==> src/hdl/hcbd_pkg.sv <==
// Shared types and constants for the chunked body decoder.
`default_nettype none

package hcbd_pkg;

  localparam int MAX_LINE   = 8192;
  localparam int COUNT_BITS = 48;
  localparam int LINE_W     = $clog2(MAX_LINE + 1);

  localparam logic [COUNT_BITS-1:0] COUNT_MAX = {COUNT_BITS{1'b1}};
  localparam logic [LINE_W-1:0]     LINE_MAX  = LINE_W'(MAX_LINE);

  localparam logic [7:0] CH_CR   = 8'h0d;
  localparam logic [7:0] CH_LF   = 8'h0a;
  localparam logic [7:0] CH_SEMI = 8'h3b;
  localparam logic [7:0] CH_SP   = 8'h20;
  localparam logic [7:0] CH_NUL  = 8'h00;

  // Configuration register indexes.
  localparam logic CFG_LEN_CHECK = 1'b0;
  localparam logic CFG_EXP_LEN   = 1'b1;

  typedef enum logic [2:0] {
    MODE_SIZE    = 3'd0,
    MODE_DATA    = 3'd1,
    MODE_TERM    = 3'd2,
    MODE_TRAILER = 3'd3,
    MODE_DONE    = 3'd4,
    MODE_ERROR   = 3'd5
  } mode_t;

  typedef enum logic [3:0] {
    ST_BUSY         = 4'd0,
    ST_COMPLETE     = 4'd1,
    ST_BAD_CRLF     = 4'd2,
    ST_NUL          = 4'd3,
    ST_BAD_HEX      = 4'd4,
    ST_LINE_LONG    = 4'd5,
    ST_UNTERMINATED = 4'd6,
    ST_TOO_MUCH     = 4'd7,
    ST_CLOSED_EARLY = 4'd8,
    ST_OVERFLOW     = 4'd9
  } status_t;

  typedef struct packed {
    status_t    status;
    logic       payload_valid;
    logic [7:0] payload_byte;
  } result_t;

endpackage

`default_nettype wire

==> src/hdl/hcbd_core.sv <==
// Parser state and per-byte next-state logic of the chunked body decoder.
`default_nettype none

module hcbd_core (
  input  wire logic                           clk,
  input  wire logic                           rst_n,
  input  wire logic                           cfg_wen,
  input  wire logic                           cfg_index,
  input  wire logic [hcbd_pkg::COUNT_BITS-1:0] cfg_wdata,
  input  wire logic                           acc,
  input  wire logic [7:0]                     data_byte,
  input  wire logic                           close_event,
  output hcbd_pkg::result_t                   res
);

  localparam int CB = hcbd_pkg::COUNT_BITS;
  localparam int LW = hcbd_pkg::LINE_W;

  logic          len_chk_r;
  logic [CB-1:0] exp_len_r;

  hcbd_pkg::mode_t   mode_r,   mode_nxt;
  hcbd_pkg::status_t status_r, status_nxt;
  hcbd_pkg::status_t fault_r,  fault_nxt;
  logic              cr_r,     cr_nxt;
  logic              skip_r,   skip_nxt;
  logic [LW-1:0]     len_r,    len_nxt;
  logic [CB-1:0]     chunk_r,  chunk_nxt;
  logic [CB-1:0]     total_r,  total_nxt;

  logic [CB-1:0] tot_inc;
  logic [CB-1:0] chunk_dec;
  logic [LW-1:0] len_inc;
  logic          line_empty;
  logic          hex_ok;
  logic [3:0]    hex_val;
  logic          valid;

  // Hex digit decode.
  always_comb begin
    hex_ok  = 1'b1;
    hex_val = 4'd0;
    if (data_byte >= 8'h30 && data_byte <= 8'h39) begin
      hex_val = 4'(data_byte - 8'h30);
    end else if (data_byte >= 8'h41 && data_byte <= 8'h46) begin
      hex_val = 4'(data_byte - 8'h37);
    end else if (data_byte >= 8'h61 && data_byte <= 8'h66) begin
      hex_val = 4'(data_byte - 8'h57);
    end else begin
      hex_ok = 1'b0;
    end
  end

  assign tot_inc    = (total_r != hcbd_pkg::COUNT_MAX) ? total_r + 1'b1 : total_r;
  assign chunk_dec  = chunk_r - 1'b1;
  assign len_inc    = (len_r < hcbd_pkg::LINE_MAX) ? len_r + 1'b1 : len_r;
  assign line_empty = (len_r <= LW'(1));

  always_comb begin
    mode_nxt   = mode_r;
    status_nxt = status_r;
    fault_nxt  = fault_r;
    cr_nxt     = cr_r;
    skip_nxt   = skip_r;
    len_nxt    = len_r;
    chunk_nxt  = chunk_r;
    total_nxt  = total_r;
    valid      = 1'b0;

    if (mode_r != hcbd_pkg::MODE_DONE && mode_r != hcbd_pkg::MODE_ERROR) begin
      if (close_event) begin
        status_nxt = (mode_r == hcbd_pkg::MODE_TRAILER) ? hcbd_pkg::ST_COMPLETE
                                                        : hcbd_pkg::ST_CLOSED_EARLY;
      end else if (mode_r == hcbd_pkg::MODE_DATA) begin
        total_nxt = tot_inc;
        if (len_chk_r && tot_inc > exp_len_r) begin
          status_nxt = hcbd_pkg::ST_TOO_MUCH;
        end else begin
          valid     = 1'b1;
          chunk_nxt = chunk_dec;
          if (chunk_dec == '0) begin
            mode_nxt  = hcbd_pkg::MODE_TERM;
            cr_nxt    = 1'b0;
            len_nxt   = '0;
            skip_nxt  = 1'b0;
            fault_nxt = hcbd_pkg::ST_BUSY;
          end
          if (len_chk_r && tot_inc == exp_len_r) begin
            status_nxt = hcbd_pkg::ST_COMPLETE;
          end
        end
      end else if (cr_r) begin
        if (data_byte != hcbd_pkg::CH_LF) begin
          status_nxt = hcbd_pkg::ST_BAD_CRLF;
        end else begin
          // End of a line: the mode decides what it meant.
          cr_nxt    = 1'b0;
          len_nxt   = '0;
          skip_nxt  = 1'b0;
          fault_nxt = hcbd_pkg::ST_BUSY;
          case (mode_r)
            hcbd_pkg::MODE_SIZE: begin
              if (fault_r != hcbd_pkg::ST_BUSY) begin
                status_nxt = fault_r;
              end else begin
                mode_nxt = (chunk_r != '0) ? hcbd_pkg::MODE_DATA : hcbd_pkg::MODE_TRAILER;
              end
            end
            hcbd_pkg::MODE_TERM: begin
              if (!line_empty) begin
                status_nxt = hcbd_pkg::ST_UNTERMINATED;
              end else begin
                mode_nxt  = hcbd_pkg::MODE_SIZE;
                chunk_nxt = '0;
              end
            end
            default: begin
              if (line_empty) begin
                status_nxt = hcbd_pkg::ST_COMPLETE;
              end
            end
          endcase
        end
      end else if (data_byte == hcbd_pkg::CH_NUL) begin
        status_nxt = hcbd_pkg::ST_NUL;
      end else begin
        len_nxt = len_inc;
        if (data_byte == hcbd_pkg::CH_CR) begin
          cr_nxt = 1'b1;
        end else if (mode_r == hcbd_pkg::MODE_SIZE && !skip_r
                     && fault_r == hcbd_pkg::ST_BUSY) begin
          if (data_byte == hcbd_pkg::CH_SEMI || data_byte == hcbd_pkg::CH_SP) begin
            skip_nxt = 1'b1;
          end else if (!hex_ok) begin
            fault_nxt = hcbd_pkg::ST_BAD_HEX;
          end else if (chunk_r[CB-1:CB-4] != 4'd0) begin
            fault_nxt = hcbd_pkg::ST_OVERFLOW;
          end else begin
            chunk_nxt = {chunk_r[CB-5:0], hex_val};
          end
        end
        if (len_inc >= hcbd_pkg::LINE_MAX) begin
          status_nxt = hcbd_pkg::ST_LINE_LONG;
        end
      end

      if (status_nxt != hcbd_pkg::ST_BUSY) begin
        mode_nxt = (status_nxt == hcbd_pkg::ST_COMPLETE) ? hcbd_pkg::MODE_DONE
                                                         : hcbd_pkg::MODE_ERROR;
      end
    end

    res.status        = status_nxt;
    res.payload_valid = valid;
    res.payload_byte  = valid ? data_byte : 8'd0;
  end

  always_ff @(posedge clk) begin
    if (!rst_n) begin
      len_chk_r <= 1'b0;
      exp_len_r <= '0;
    end else if (cfg_wen) begin
      if (cfg_index == hcbd_pkg::CFG_LEN_CHECK) begin
        len_chk_r <= cfg_wdata[0];
      end else begin
        exp_len_r <= cfg_wdata;
      end
    end
  end

  always_ff @(posedge clk) begin
    if (!rst_n) begin
      mode_r   <= hcbd_pkg::MODE_SIZE;
      status_r <= hcbd_pkg::ST_BUSY;
      fault_r  <= hcbd_pkg::ST_BUSY;
      cr_r     <= 1'b0;
      skip_r   <= 1'b0;
      len_r    <= '0;
      chunk_r  <= '0;
      total_r  <= '0;
    end else if (acc) begin
      mode_r   <= mode_nxt;
      status_r <= status_nxt;
      fault_r  <= fault_nxt;
      cr_r     <= cr_nxt;
      skip_r   <= skip_nxt;
      len_r    <= len_nxt;
      chunk_r  <= chunk_nxt;
      total_r  <= total_nxt;
    end
  end

endmodule

`default_nettype wire

==> src/hdl/hcbd_skid.sv <==
// Result register with a skid entry, so input stops only once both hold a result.
`default_nettype none

module hcbd_skid (
  input  wire logic              clk,
  input  wire logic              rst_n,
  input  wire logic              in_valid,
  output logic                   in_ready,
  input  wire hcbd_pkg::result_t in_res,
  output logic                   out_valid,
  input  wire logic              out_ready,
  output hcbd_pkg::result_t      out_res
);

  logic              main_valid_r;
  logic              skid_valid_r;
  hcbd_pkg::result_t main_r;
  hcbd_pkg::result_t skid_r;
  logic              push;
  logic              pop;

  assign in_ready  = !skid_valid_r;
  assign push      = in_valid && !skid_valid_r;
  assign pop       = main_valid_r && out_ready;
  assign out_valid = main_valid_r;
  assign out_res   = main_r;

  always_ff @(posedge clk) begin
    if (!rst_n) begin
      main_valid_r <= 1'b0;
      skid_valid_r <= 1'b0;
    end else if (skid_valid_r) begin
      if (pop) begin
        skid_valid_r <= 1'b0;
      end
    end else if (push) begin
      if (main_valid_r && !pop) begin
        skid_valid_r <= 1'b1;
      end else begin
        main_valid_r <= 1'b1;
      end
    end else if (pop) begin
      main_valid_r <= 1'b0;
    end
  end

  always_ff @(posedge clk) begin
    if (skid_valid_r) begin
      if (pop) begin
        main_r <= skid_r;
      end
    end else if (push) begin
      if (main_valid_r && !pop) begin
        skid_r <= in_res;
      end else begin
        main_r <= in_res;
      end
    end
  end

endmodule

`default_nettype wire

==> src/hdl/http_chunked_body_decoder.sv <==
// Top level of the HTTP chunked transfer body decoder.
// The input stream carries one body byte per item: in_tdata[7:0] is the byte and
// in_tuser marks a connection close, in which case the byte is ignored.
// Every input item yields exactly one result item. out_tdata holds the payload
// byte (zero when none is delivered) and the 4-bit status above it; out_tuser
// flags that the item carried a payload byte. Status stays 0 while the body is
// still in progress; completion and every error code are sticky until reset.
// The configuration port writes the length check enable (index 0) and the
// expected payload length (index 1); write them only while no item is pending.
// The parser state is updated and the result registered at the edge that accepts
// the item, into the result register or, while that is held, the skid entry.
// Throughput is one item per cycle while in_tready is high.
// A two-entry output stage (result register plus skid entry) lets the block
// take one more item while a result waits; with both full, in_tready drops
// until the receiver takes an item. Synchronous reset clears the parser to the
// start of a size line, empties the output stage and clears both config registers.
`default_nettype none

module http_chunked_body_decoder (
  input  wire logic                           clk,
  input  wire logic                           rst_n,
  input  wire logic                           in_tvalid,
  output logic                                in_tready,
  input  wire logic [7:0]                     in_tdata,   // [7:0] data_byte
  input  wire logic                           in_tuser,   // [0] close_event
  output logic                                out_tvalid,
  input  wire logic                           out_tready,
  output logic [15:0]                         out_tdata,  // [7:0] payload_byte, [11:8] status
  output logic                                out_tuser,  // [0] payload_valid
  input  wire logic                           cfg_wen,
  input  wire logic                           cfg_index,
  input  wire logic [hcbd_pkg::COUNT_BITS-1:0] cfg_wdata
);

  hcbd_pkg::result_t core_res;
  hcbd_pkg::result_t out_res;
  logic              acc;

  // An item is taken whenever the skid entry is free.
  assign acc = in_tvalid && in_tready;

  hcbd_core u_core (
    .clk         (clk),
    .rst_n       (rst_n),
    .cfg_wen     (cfg_wen),
    .cfg_index   (cfg_index),
    .cfg_wdata   (cfg_wdata),
    .acc         (acc),
    .data_byte   (in_tdata),
    .close_event (in_tuser),
    .res         (core_res)
  );

  hcbd_skid u_skid (
    .clk       (clk),
    .rst_n     (rst_n),
    .in_valid  (in_tvalid),
    .in_ready  (in_tready),
    .in_res    (core_res),
    .out_valid (out_tvalid),
    .out_ready (out_tready),
    .out_res   (out_res)
  );

  // Result fields packed low to high, padded to two bytes.
  assign out_tdata = {4'd0, out_res.status, out_res.payload_byte};
  assign out_tuser = out_res.payload_valid;

endmodule

`default_nettype wire

==> config.mk <==
export PLATFORM = sky130hd
export DESIGN_NAME = http_chunked_body_decoder
export DESIGN_NICKNAME = d
export VERILOG_FILES = /design/src/hdl/hcbd_pkg.sv /design/src/hdl/hcbd_core.sv /design/src/hdl/hcbd_skid.sv /design/src/hdl/http_chunked_body_decoder.sv
export SDC_FILE = /design/constraint.sdc
export NUM_CORES = 1
export LEC_CHECK = 0
export ABC_AREA = 1
export CAP_MARGIN = 40
export CORE_ASPECT_RATIO = 0.6
export CORE_MARGIN = 2
export CORE_UTILIZATION = 55
export CTS_CLUSTER_SIZE = 10
export DETAILED_ROUTE_END_ITERATION = 12
export DONT_BUFFER_PORTS = 1
export GPL_TIMING_DRIVEN = 0
export HOLD_SLACK_MARGIN = 0.12
export PLACE_DENSITY = 0.73
export SETUP_SLACK_MARGIN = 0.05
export SLEW_MARGIN = 30
export SYNTH_ARGS = -nofsm -noshare
export SYNTH_HDL_FRONTEND = slang
export SYNTH_SLANG_ARGS = --single-unit
==> constraint.sdc <==
create_clock -name clk -period 3.9 [get_ports clk]
set_input_delay 0 -clock clk [delete_from_list [all_inputs] [get_ports clk]]
set_output_delay 0 -clock clk [all_outputs]
set_load 0.005 [all_outputs]
==> reports/qor.tcl, run 1 <==
set qor(status) {complete, but fails checks}
set qor(failed_checks) {negative setup slack}
set qor(clk_transition_reported_paths_ns) 0.08
set qor(wire_per_inst_um) 19.8
set qor(slew_at_the_pin_closest_to_its_max_slew_limit_ns) 1.03
set qor(timing.critical_path.slowest_stage_cell) {nor4_4}
set qor(ys_warn_count) 0
set qor(clock_tree.root_cell) {clkbuf_16}
set qor(area_growth_pct) 30.7
set qor(avgSynthCellArea_um2) 6.58
set qor(leakagePower_uw) 0.00768
set qor(largest_net_degree_at_the_start_of_global_routing) 19
set qor(layout_worst_path_cycle_share) 1.17
set qor(first_global_vias) 12900
set qor(setup_viol) 99
set qor(p_seq_frac) 0.314
set qor(worstPathArrival_ns) 4.90
set qor(timing_worst_setup_path_type) {flip-flop to flip-flop}
set qor(antenna_violations_before_repair) 1
set qor(synth_seq_area_share) 0.323
set qor(detailed_place_hpwl_um) 34600
set qor(vdd_ir_drop_max_uv) 395
set qor(synth_edf_count) 26
set qor(insertion_delay_ns) 0.47
set qor(critPathMostFrequentCell) {buf_4}
set qor(global_route_wire_length_before_repair_um) 72500
set qor(rsz0062_at_grt) {yes}
set qor(coreArea_um2) 23200
set qor(synthMostInstantiatedCell) {nand2_1}
set qor(dr_total_vias) 14800
set qor(class_of_the_tightest_hold_or_removal_check) {primary input to flip-flop}
set qor(p_sw_frac) 0.433
set qor(row_count) 43
set qor(netlist_top_cells_count) {nand2_1, nor2_1, inv_1, a21oi_1, o21ai_0}
set qor(worst_r2r_endpoint) {u_core.chunk_r[7]$_SDFFE_PN0P_}
set qor(final_net_count) 2304
set qor(htree_num_levels) 4
set qor(routed-wl-met3_um) 7700
set qor(initial_utilization) 0.563
set qor(worst_slew_margin_rel) 0.314
set qor(synth-async-reset-ratio) 0
set qor(ff2ff_path_depth) 30
set qor(totalNegativeSetupSlack_ns) -48.76
set qor(grtUsageTotal) 0.379
set qor(total_placed_instance_area_um2) 13500
set qor(yosys-top-cells-area) {dfxtp_1, nand2_1, nor2_1, inv_1, a21oi_1}
set qor(grt_overflow_total) 0
set qor(hold_wc_startpoint) {in_tdata[1]}
set qor(preCtsSetupSlack_ns) -1.51
set qor(start_kind) {flip-flop}
set qor(finalWeightedCongestion) 1.02
set qor(drt-vias-per-instance) 5.90
set qor(register_bit_total_from_synthesis) 198
set qor(design_area_um2) 17100
set qor(route.layer.met1.wl_um) 22600
set qor(cell_taking_the_most_area_after_synthesis) {dfxtp_1}
set qor(finalWorstSetupSlack_ns) -0.651
set qor(remaining_drc_errors) 0
set qor(critical_path_peak_fanout) 8
set qor(slew_viol_final) 0
set qor(synth_top_cell_area_share) 0.263
set qor(finClkSkew_ns) 0.0158
set qor(min_period_ns) 4.55
set qor(uppermost_metal_layer_occupied_by_signal_nets) {met5}
set qor(cpPeakStageDelay_ns) 0.37
set qor(fmax_mhz) 220
set qor(die-area_um2) 25100
set qor(drt-initial-drc-count) 2108
set qor(regToRegStartpoint) {u_core.total_r[26]$_SDFFE_PN0P_}
set qor(p_per_area_nw_per_um2) 434
set qor(clk_path_buf_depth) 2
set qor(pwr-share-comb) 0.424
set qor(cts_sinks) 198
set qor(number_of_distinct_library_cell_variants_in_the_gate_level_netlist_after_synthesis) 50
set qor(timing.max_cap.violations) 0
set qor(reg2reg_setup_slack_ns) -0.65
set qor(fp.dieH_um) 124
set qor(critical_path_end_type) {flip-flop}
set qor(holdPathStages) 4
set qor(final-hold-violation-count) 0
set qor(fp.dieW_um) 203
set qor(data_required_time_at_the_worst_endpoint_ns) 4.25
set qor(worst_min_delay_path_endpoint) {u_core.chunk_r[2]$_SDFFE_PN0P_}
set qor(post_route_cells_drive_above_1_share) 0.169
set qor(tritoncts_buffer_count) 17
set qor(postRouteAntennaNets) 0
set qor(tritoncts) {built}
set qor(post_synth_instance_area_um2) 13100
set qor(syn_inst) 1990
set qor(io_buffers) 0
set qor(switchingPower_uw) 3220
set qor(clkPwrFrac) 0.262
set qor(detailedRoute.firstPassIterationCount) 7
set qor(internal_power_uw) 4210
set qor(detail_route.wirelength_um) 49800
set qor(synth_ff_type) {dfxtp_1}
set qor(top_level_ports) 82
set qor(detailroute.wirelength.met2_um) 18400
worst max-delay path by stage:
stage | startpoint | endpoint | slack, ns | cells past startpoint
6_report | u_core.total_r[26]$_SDFFE_PN0P_ | u_core.chunk_r[7]$_SDFFE_PN0P_ | -0.65 | 30
5_1_grt | u_core.total_r[26]$_SDFFE_PN0P_ | u_core.mode_r[2]$_SDFFE_PN0P_ | -0.70 | 31
4_1_cts | u_core.total_r[8]$_SDFFE_PN0P_ | u_core.mode_r[1]$_SDFFE_PN0P_ | -0.41 | 32
3_5_place_dp | u_core.total_r[7]$_SDFFE_PN0P_ | u_core.chunk_r[38]$_SDFFE_PN0P_ | -1.51 | 34
3_3_place_gp | u_core.total_r[0]$_SDFFE_PN0P_ | u_core.chunk_r[40]$_SDFFE_PN0P_ | -1.50 | 30
2_1_floorplan | u_core.total_r[7]$_SDFFE_PN0P_ | u_core.chunk_r[38]$_SDFFE_PN0P_ | 0.07 | 34
what timing repair did:
action	4_1_cts	5_1_grt
hold buffers	106	0
resized for setup	165	209
hold endpoints to repair	104	0
gates cloned	2	7
pin swaps	42	57
buffers inserted	33	22
setup endpoints to repair	99	99
metrics by stage:
| stage | total power [uW] | hold slack (ns) | instances | util |
|---|---|---|---|---|
| after global routing | 7760 | 0.157 | 2511 | 0.736 |
| after floorplan | 4150 | 0.152 | 1993 | - |
| after CTS | 7010 | 0.123 | 2481 | 0.691 |
| after global placement | 4860 | 0.184 | 2308 | 0.581 |
| final | 7430 | 0.128 | 2511 | 0.736 |
| after detailed placement | 4880 | 0.189 | 2309 | 0.582 |
cells by family after synthesis:
family	Yosys count	share of synthesized area
fa+ha+maj	59	0.0564
compound gates	434	0.183
simple gates	875	0.288
xor+xnor	67	0.0448
buf+inv	356	0.105
other cells	1	0.000286
flops	198	0.323
metal layers:
layer,GRT usage,vias to the layer above
met5,0.0278,-
met2,0.475,1010
met1,0.582,6783
met4,0.0890,2
li1,-,6923
met3,0.145,105
final cells by class:
type / instances / area, um2
inverters: 277 / 1060
diodes: 1 / 2.50
well taps: 315 / 394
plain buffers: 79 / 482
fillers: 1823 / 6140
repair buffers: 168 / 1710
flip-flops and latches: 198 / 4250
clock buffers: 18 / 429
clock inverters: 14 / 185
multi-input cells: 1441 / 8590
registers in the layout, indices dropped and copies added (netlist names), 2 cells and up:
name,flops
u_core.chunk_r,48
u_core.exp_len_r,48
u_core.total_r,48
u_core.len_r,14
u_skid.out_res,13
u_skid.skid_r,13
u_core.status_r,4
u_core.mode_r,3
u_core.fault_r,2
power groups by stage:
| stage | clock network, uW | registers, uW | logic, uW |
|---|---|---|---|
| floorplan | 0 | 2320 | 1830 |
| global placement | 0 | 2360 | 2500 |
| detailed placement | 0 | 2360 | 2520 |
| CTS | 1930 | 2320 | 2760 |
| global route | 2020 | 2350 | 3390 |
| finish | 1940 | 2340 | 3150 |
critical path: cells and delay by family (launching register included):
kind | cells | cell delay (ns)
and+or+nand+nor | 17 | 2.37
buffers and inverters | 10 | 1.02
DFF | 1 | 0.36
xor gates and xnor gates | 1 | 0.31
AOI/OAI and AO/OA | 1 | 0.20
adders and majority gates | 1 | 0.17
cells in the final DEF (no fill, tap or decap), types with 33 or more instances in the layout:
cell,synthesis,layout
nand2_1,407,368
inv_1,266,254
nor2_1,269,237
dfxtp_1,172,155
a21oi_1,174,134
o21ai_0,174,127
dlygate4sd3_1,0,106
nand3_1,71,65
clkbuf_1,63,62
xor2_1,64,60
ha_1,59,57
buf_4,5,49
a21oi_2,0,38
nand4_1,36,36
nand2_2,6,34
o21ai_1,11,33
No activity file was read; power rests on OpenSTA's default activity.
==> inputs of run 2 (changes only) <==
--- a/config.mk
+++ b/config.mk
@@ -16,6 +16,7 @@
 export GPL_TIMING_DRIVEN = 0
 export HOLD_SLACK_MARGIN = 0.12
 export PLACE_DENSITY = 0.73
+export RECOVER_POWER = 100
 export SETUP_SLACK_MARGIN = 0.05
 export SLEW_MARGIN = 30
 export SYNTH_ARGS = -nofsm -noshare
==> run 2 against run 1 <==
  * The run still ends with negative setup slack left
  * Sequential share of layout area barely moved
  * Register-to-register slack got worse by 0.02 ns
  * Flip-flop and latch count did not move
  * Global-route usage did not move
  * Cell count did not move
  * Core utilization barely moved
  * Total power barely moved
  * Combinational power barely moved
  * First-iteration DRC count did not move
  * Clock power barely moved
  * Clock-buffer cell count did not move
  * Design area barely moved
  * Critical endpoint unchanged
  * Largest power group unchanged
==> reports/qor.tcl, run 2 (same netlist as run 1, synthesis figures left out) <==
set qor(clock_tree.root_cell) {clkbuf_16}
set qor(worstSetupPathDepth) 30
set qor(cp-startpoint) {u_core.total_r[26]$_SDFFE_PN0P_}
set qor(finalCoreUtilization) 0.736
set qor(row_count) 43
set qor(cpPeakStageDelay_ns) 0.37
set qor(io_buffers) 0
set qor(largest_net_degree_at_the_start_of_global_routing) 19
set qor(data_required_time_at_the_worst_endpoint_ns) 4.24
set qor(class_of_the_tightest_hold_or_removal_check) {primary input to flip-flop}
set qor(hold_wc_startpoint) {in_tdata[1]}
set qor(detailedRoute.firstPassIterationCount) 6
set qor(vdd_ir_drop_max_uv) 394
set qor(total_placed_instance_area_um2) 13500
set qor(crit_family) {simple AND/OR/NAND/NOR gates}
set qor(fp.dieH_um) 124
set qor(antenna_violations_before_repair) 1
set qor(timing_worst_setup_path_type) {flip-flop to flip-flop}
set qor(top_level_ports) 82
set qor(final_cells) 2511
set qor(timing.critical_path.slowest_stage_cell) {nor4_4}
set qor(final.fill_count) 1825
set qor(worstPathArrival_ns) 4.91
set qor(area_growth_pct) 30.6
set qor(cts_sinks) 198
set qor(min_period_ns) 4.57
set qor(leakagePower_uw) 0.00768
set qor(finClkSkew_ns) 0.0158
set qor(slew_viol_final) 0
set qor(ff2ff_path_depth) 30
set qor(grt_overflow_total) 0
set qor(preCtsSetupSlack_ns) -1.51
set qor(grtUsageTotal) 0.379
set qor(die-area_um2) 25100
set qor(htree_num_levels) 4
set qor(clk_path_buf_depth) 2
set qor(final_net_count) 2304
set qor(drt-initial-drc-count) 2108
set qor(final-hold-violation-count) 0
set qor(critical_path_peak_fanout) 8
set qor(finalWeightedCongestion) 1.02
set qor(setup_viol) 99
set qor(drt-vias-per-instance) 5.90
set qor(critical_path_end_type) {flip-flop}
set qor(global_route_wire_length_before_repair_um) 72500
set qor(timing.max_cap.violations) 0
set qor(failed_checks) {negative setup slack}
set qor(detail_route.wirelength_um) 49700
set qor(design_area_um2) 17100
set qor(layout_worst_path_cycle_share) 1.17
set qor(slew_at_the_pin_closest_to_its_max_slew_limit_ns) 1.02
set qor(post_route_cells_drive_above_1_share) 0.168
set qor(rsz0062_at_grt) {yes}
set qor(worst_slew_margin_rel) 0.321
set qor(first_global_vias) 12900
set qor(regToRegStartpoint) {u_core.total_r[26]$_SDFFE_PN0P_}
set qor(insertion_delay_ns) 0.47
set qor(initial_utilization) 0.563
set qor(coreArea_um2) 23200
set qor(fmax_mhz) 219
set qor(postRouteAntennaNets) 0
set qor(detailed_place_hpwl_um) 34600
set qor(holdPathStages) 4
set qor(wire_per_inst_um) 19.8
set qor(dr_total_vias) 14800
set qor(status) {complete, but fails checks}
set qor(path_buf_inv) 10
set qor(remaining_drc_errors) 0
set qor(layout.cells.most_common) {nand2_1}
set qor(finalWorstSetupSlack_ns) -0.669
set qor(tritoncts_buffer_count) 17
set qor(p_per_area_nw_per_um2) 434
set qor(clk_transition_reported_paths_ns) 0.08
set qor(start_kind) {flip-flop}
set qor(critPathMostFrequentCell) {buf_4}
set qor(placedCellCount) 2309
set qor(tritoncts) {built}
set qor(final_cell_mix) {nand2_1, inv_1, nor2_1}
set qor(regs_by_ff_count) {u_core.chunk_r (48), u_core.exp_len_r (48), u_core.total_r (48)}
set qor(fp.dieW_um) 203
run 2: cell types whose count changed in the layout (fill, tap and decap cells not counted), sizes merged:
| cell | previous run | this run |
|---|---|---|
| clkbuf | 87 | 88 |
| buf | 72 | 71 |
run 2: cell type report:
type | count | area (um2) | area share
Timing Repair Buffer | 168 | 1710 | 0.0998
Buffer | 79 | 482 | 0.0282
Tap cell | 315 | 394 | 0.0230
Clock buffer | 18 | 429 | 0.0251
Multi-Input combinational cell | 1441 | 8590 | 0.502
Inverter | 277 | 1060 | 0.0620
Antenna cell | 1 | 2.50 | 0.000146
Sequential cell | 198 | 4250 | 0.249
Clock inverter | 14 | 185 | 0.0108
run 2: final timing paths:
check                                                          to  slack [ns]
worst max-delay path               u_core.chunk_r[7]$_SDFFE_PN0P_       -0.67
worst min-delay path               u_core.chunk_r[2]$_SDFFE_PN0P_        0.13
worst max register to register     u_core.chunk_r[7]$_SDFFE_PN0P_       -0.67
worst min register to register  u_core.exp_len_r[33]$_SDFFE_PN0P_        0.46
run 2: stage by stage:
step           hold slack [ns]  total power, uW  TNS, ns
2_1_floorplan            0.152             4150        0
3_3_place_gp             0.184             4860  -111.04
3_5_place_dp             0.189             4880  -115.90
4_1_cts                  0.123             7010   -29.31
5_1_grt                  0.157             7760   -52.50
6_report                 0.129             7420   -50.25
run 2: where the power goes:
part / leakage [uW] / switching (uW) / internal (uW)
logic: 0.00572 / 2160 / 982
clock network: 0.000291 / 915 / 1030
registers: 0.00167 / 135 / 2200
run 2: worst register-to-register path: cells and delay by family, from the launching register on:
kind / cells / cell delay, ns
AO/OA/AOI/OAI: 1 / 0.20
XOR/XNOR: 1 / 0.31
adder cells (fa/ha/maj): 1 / 0.17
buffers and inverters: 10 / 1.02
flip-flops: 1 / 0.36
AND/OR/NAND/NOR: 17 / 2.38
run 2: repair_timing:
item                                   4_1_cts  5_1_grt
cloned                                       2        7
setup buffers                               33       22
pin swaps                                   42       57
setup endpoints to repair                   99       99
gates resized for setup                    165      209
hold buffers                               106        0
endpoints found under the hold margin      104        0
run 2: routing by layer:
layer,wire [um],vias to the layer above,global-route usage
met5,96,-,0.0278
met4,997,2,0.0890
met3,7730,110,0.145
met2,18400,997,0.475
met1,22600,6777,0.582
li1,-,6925,-
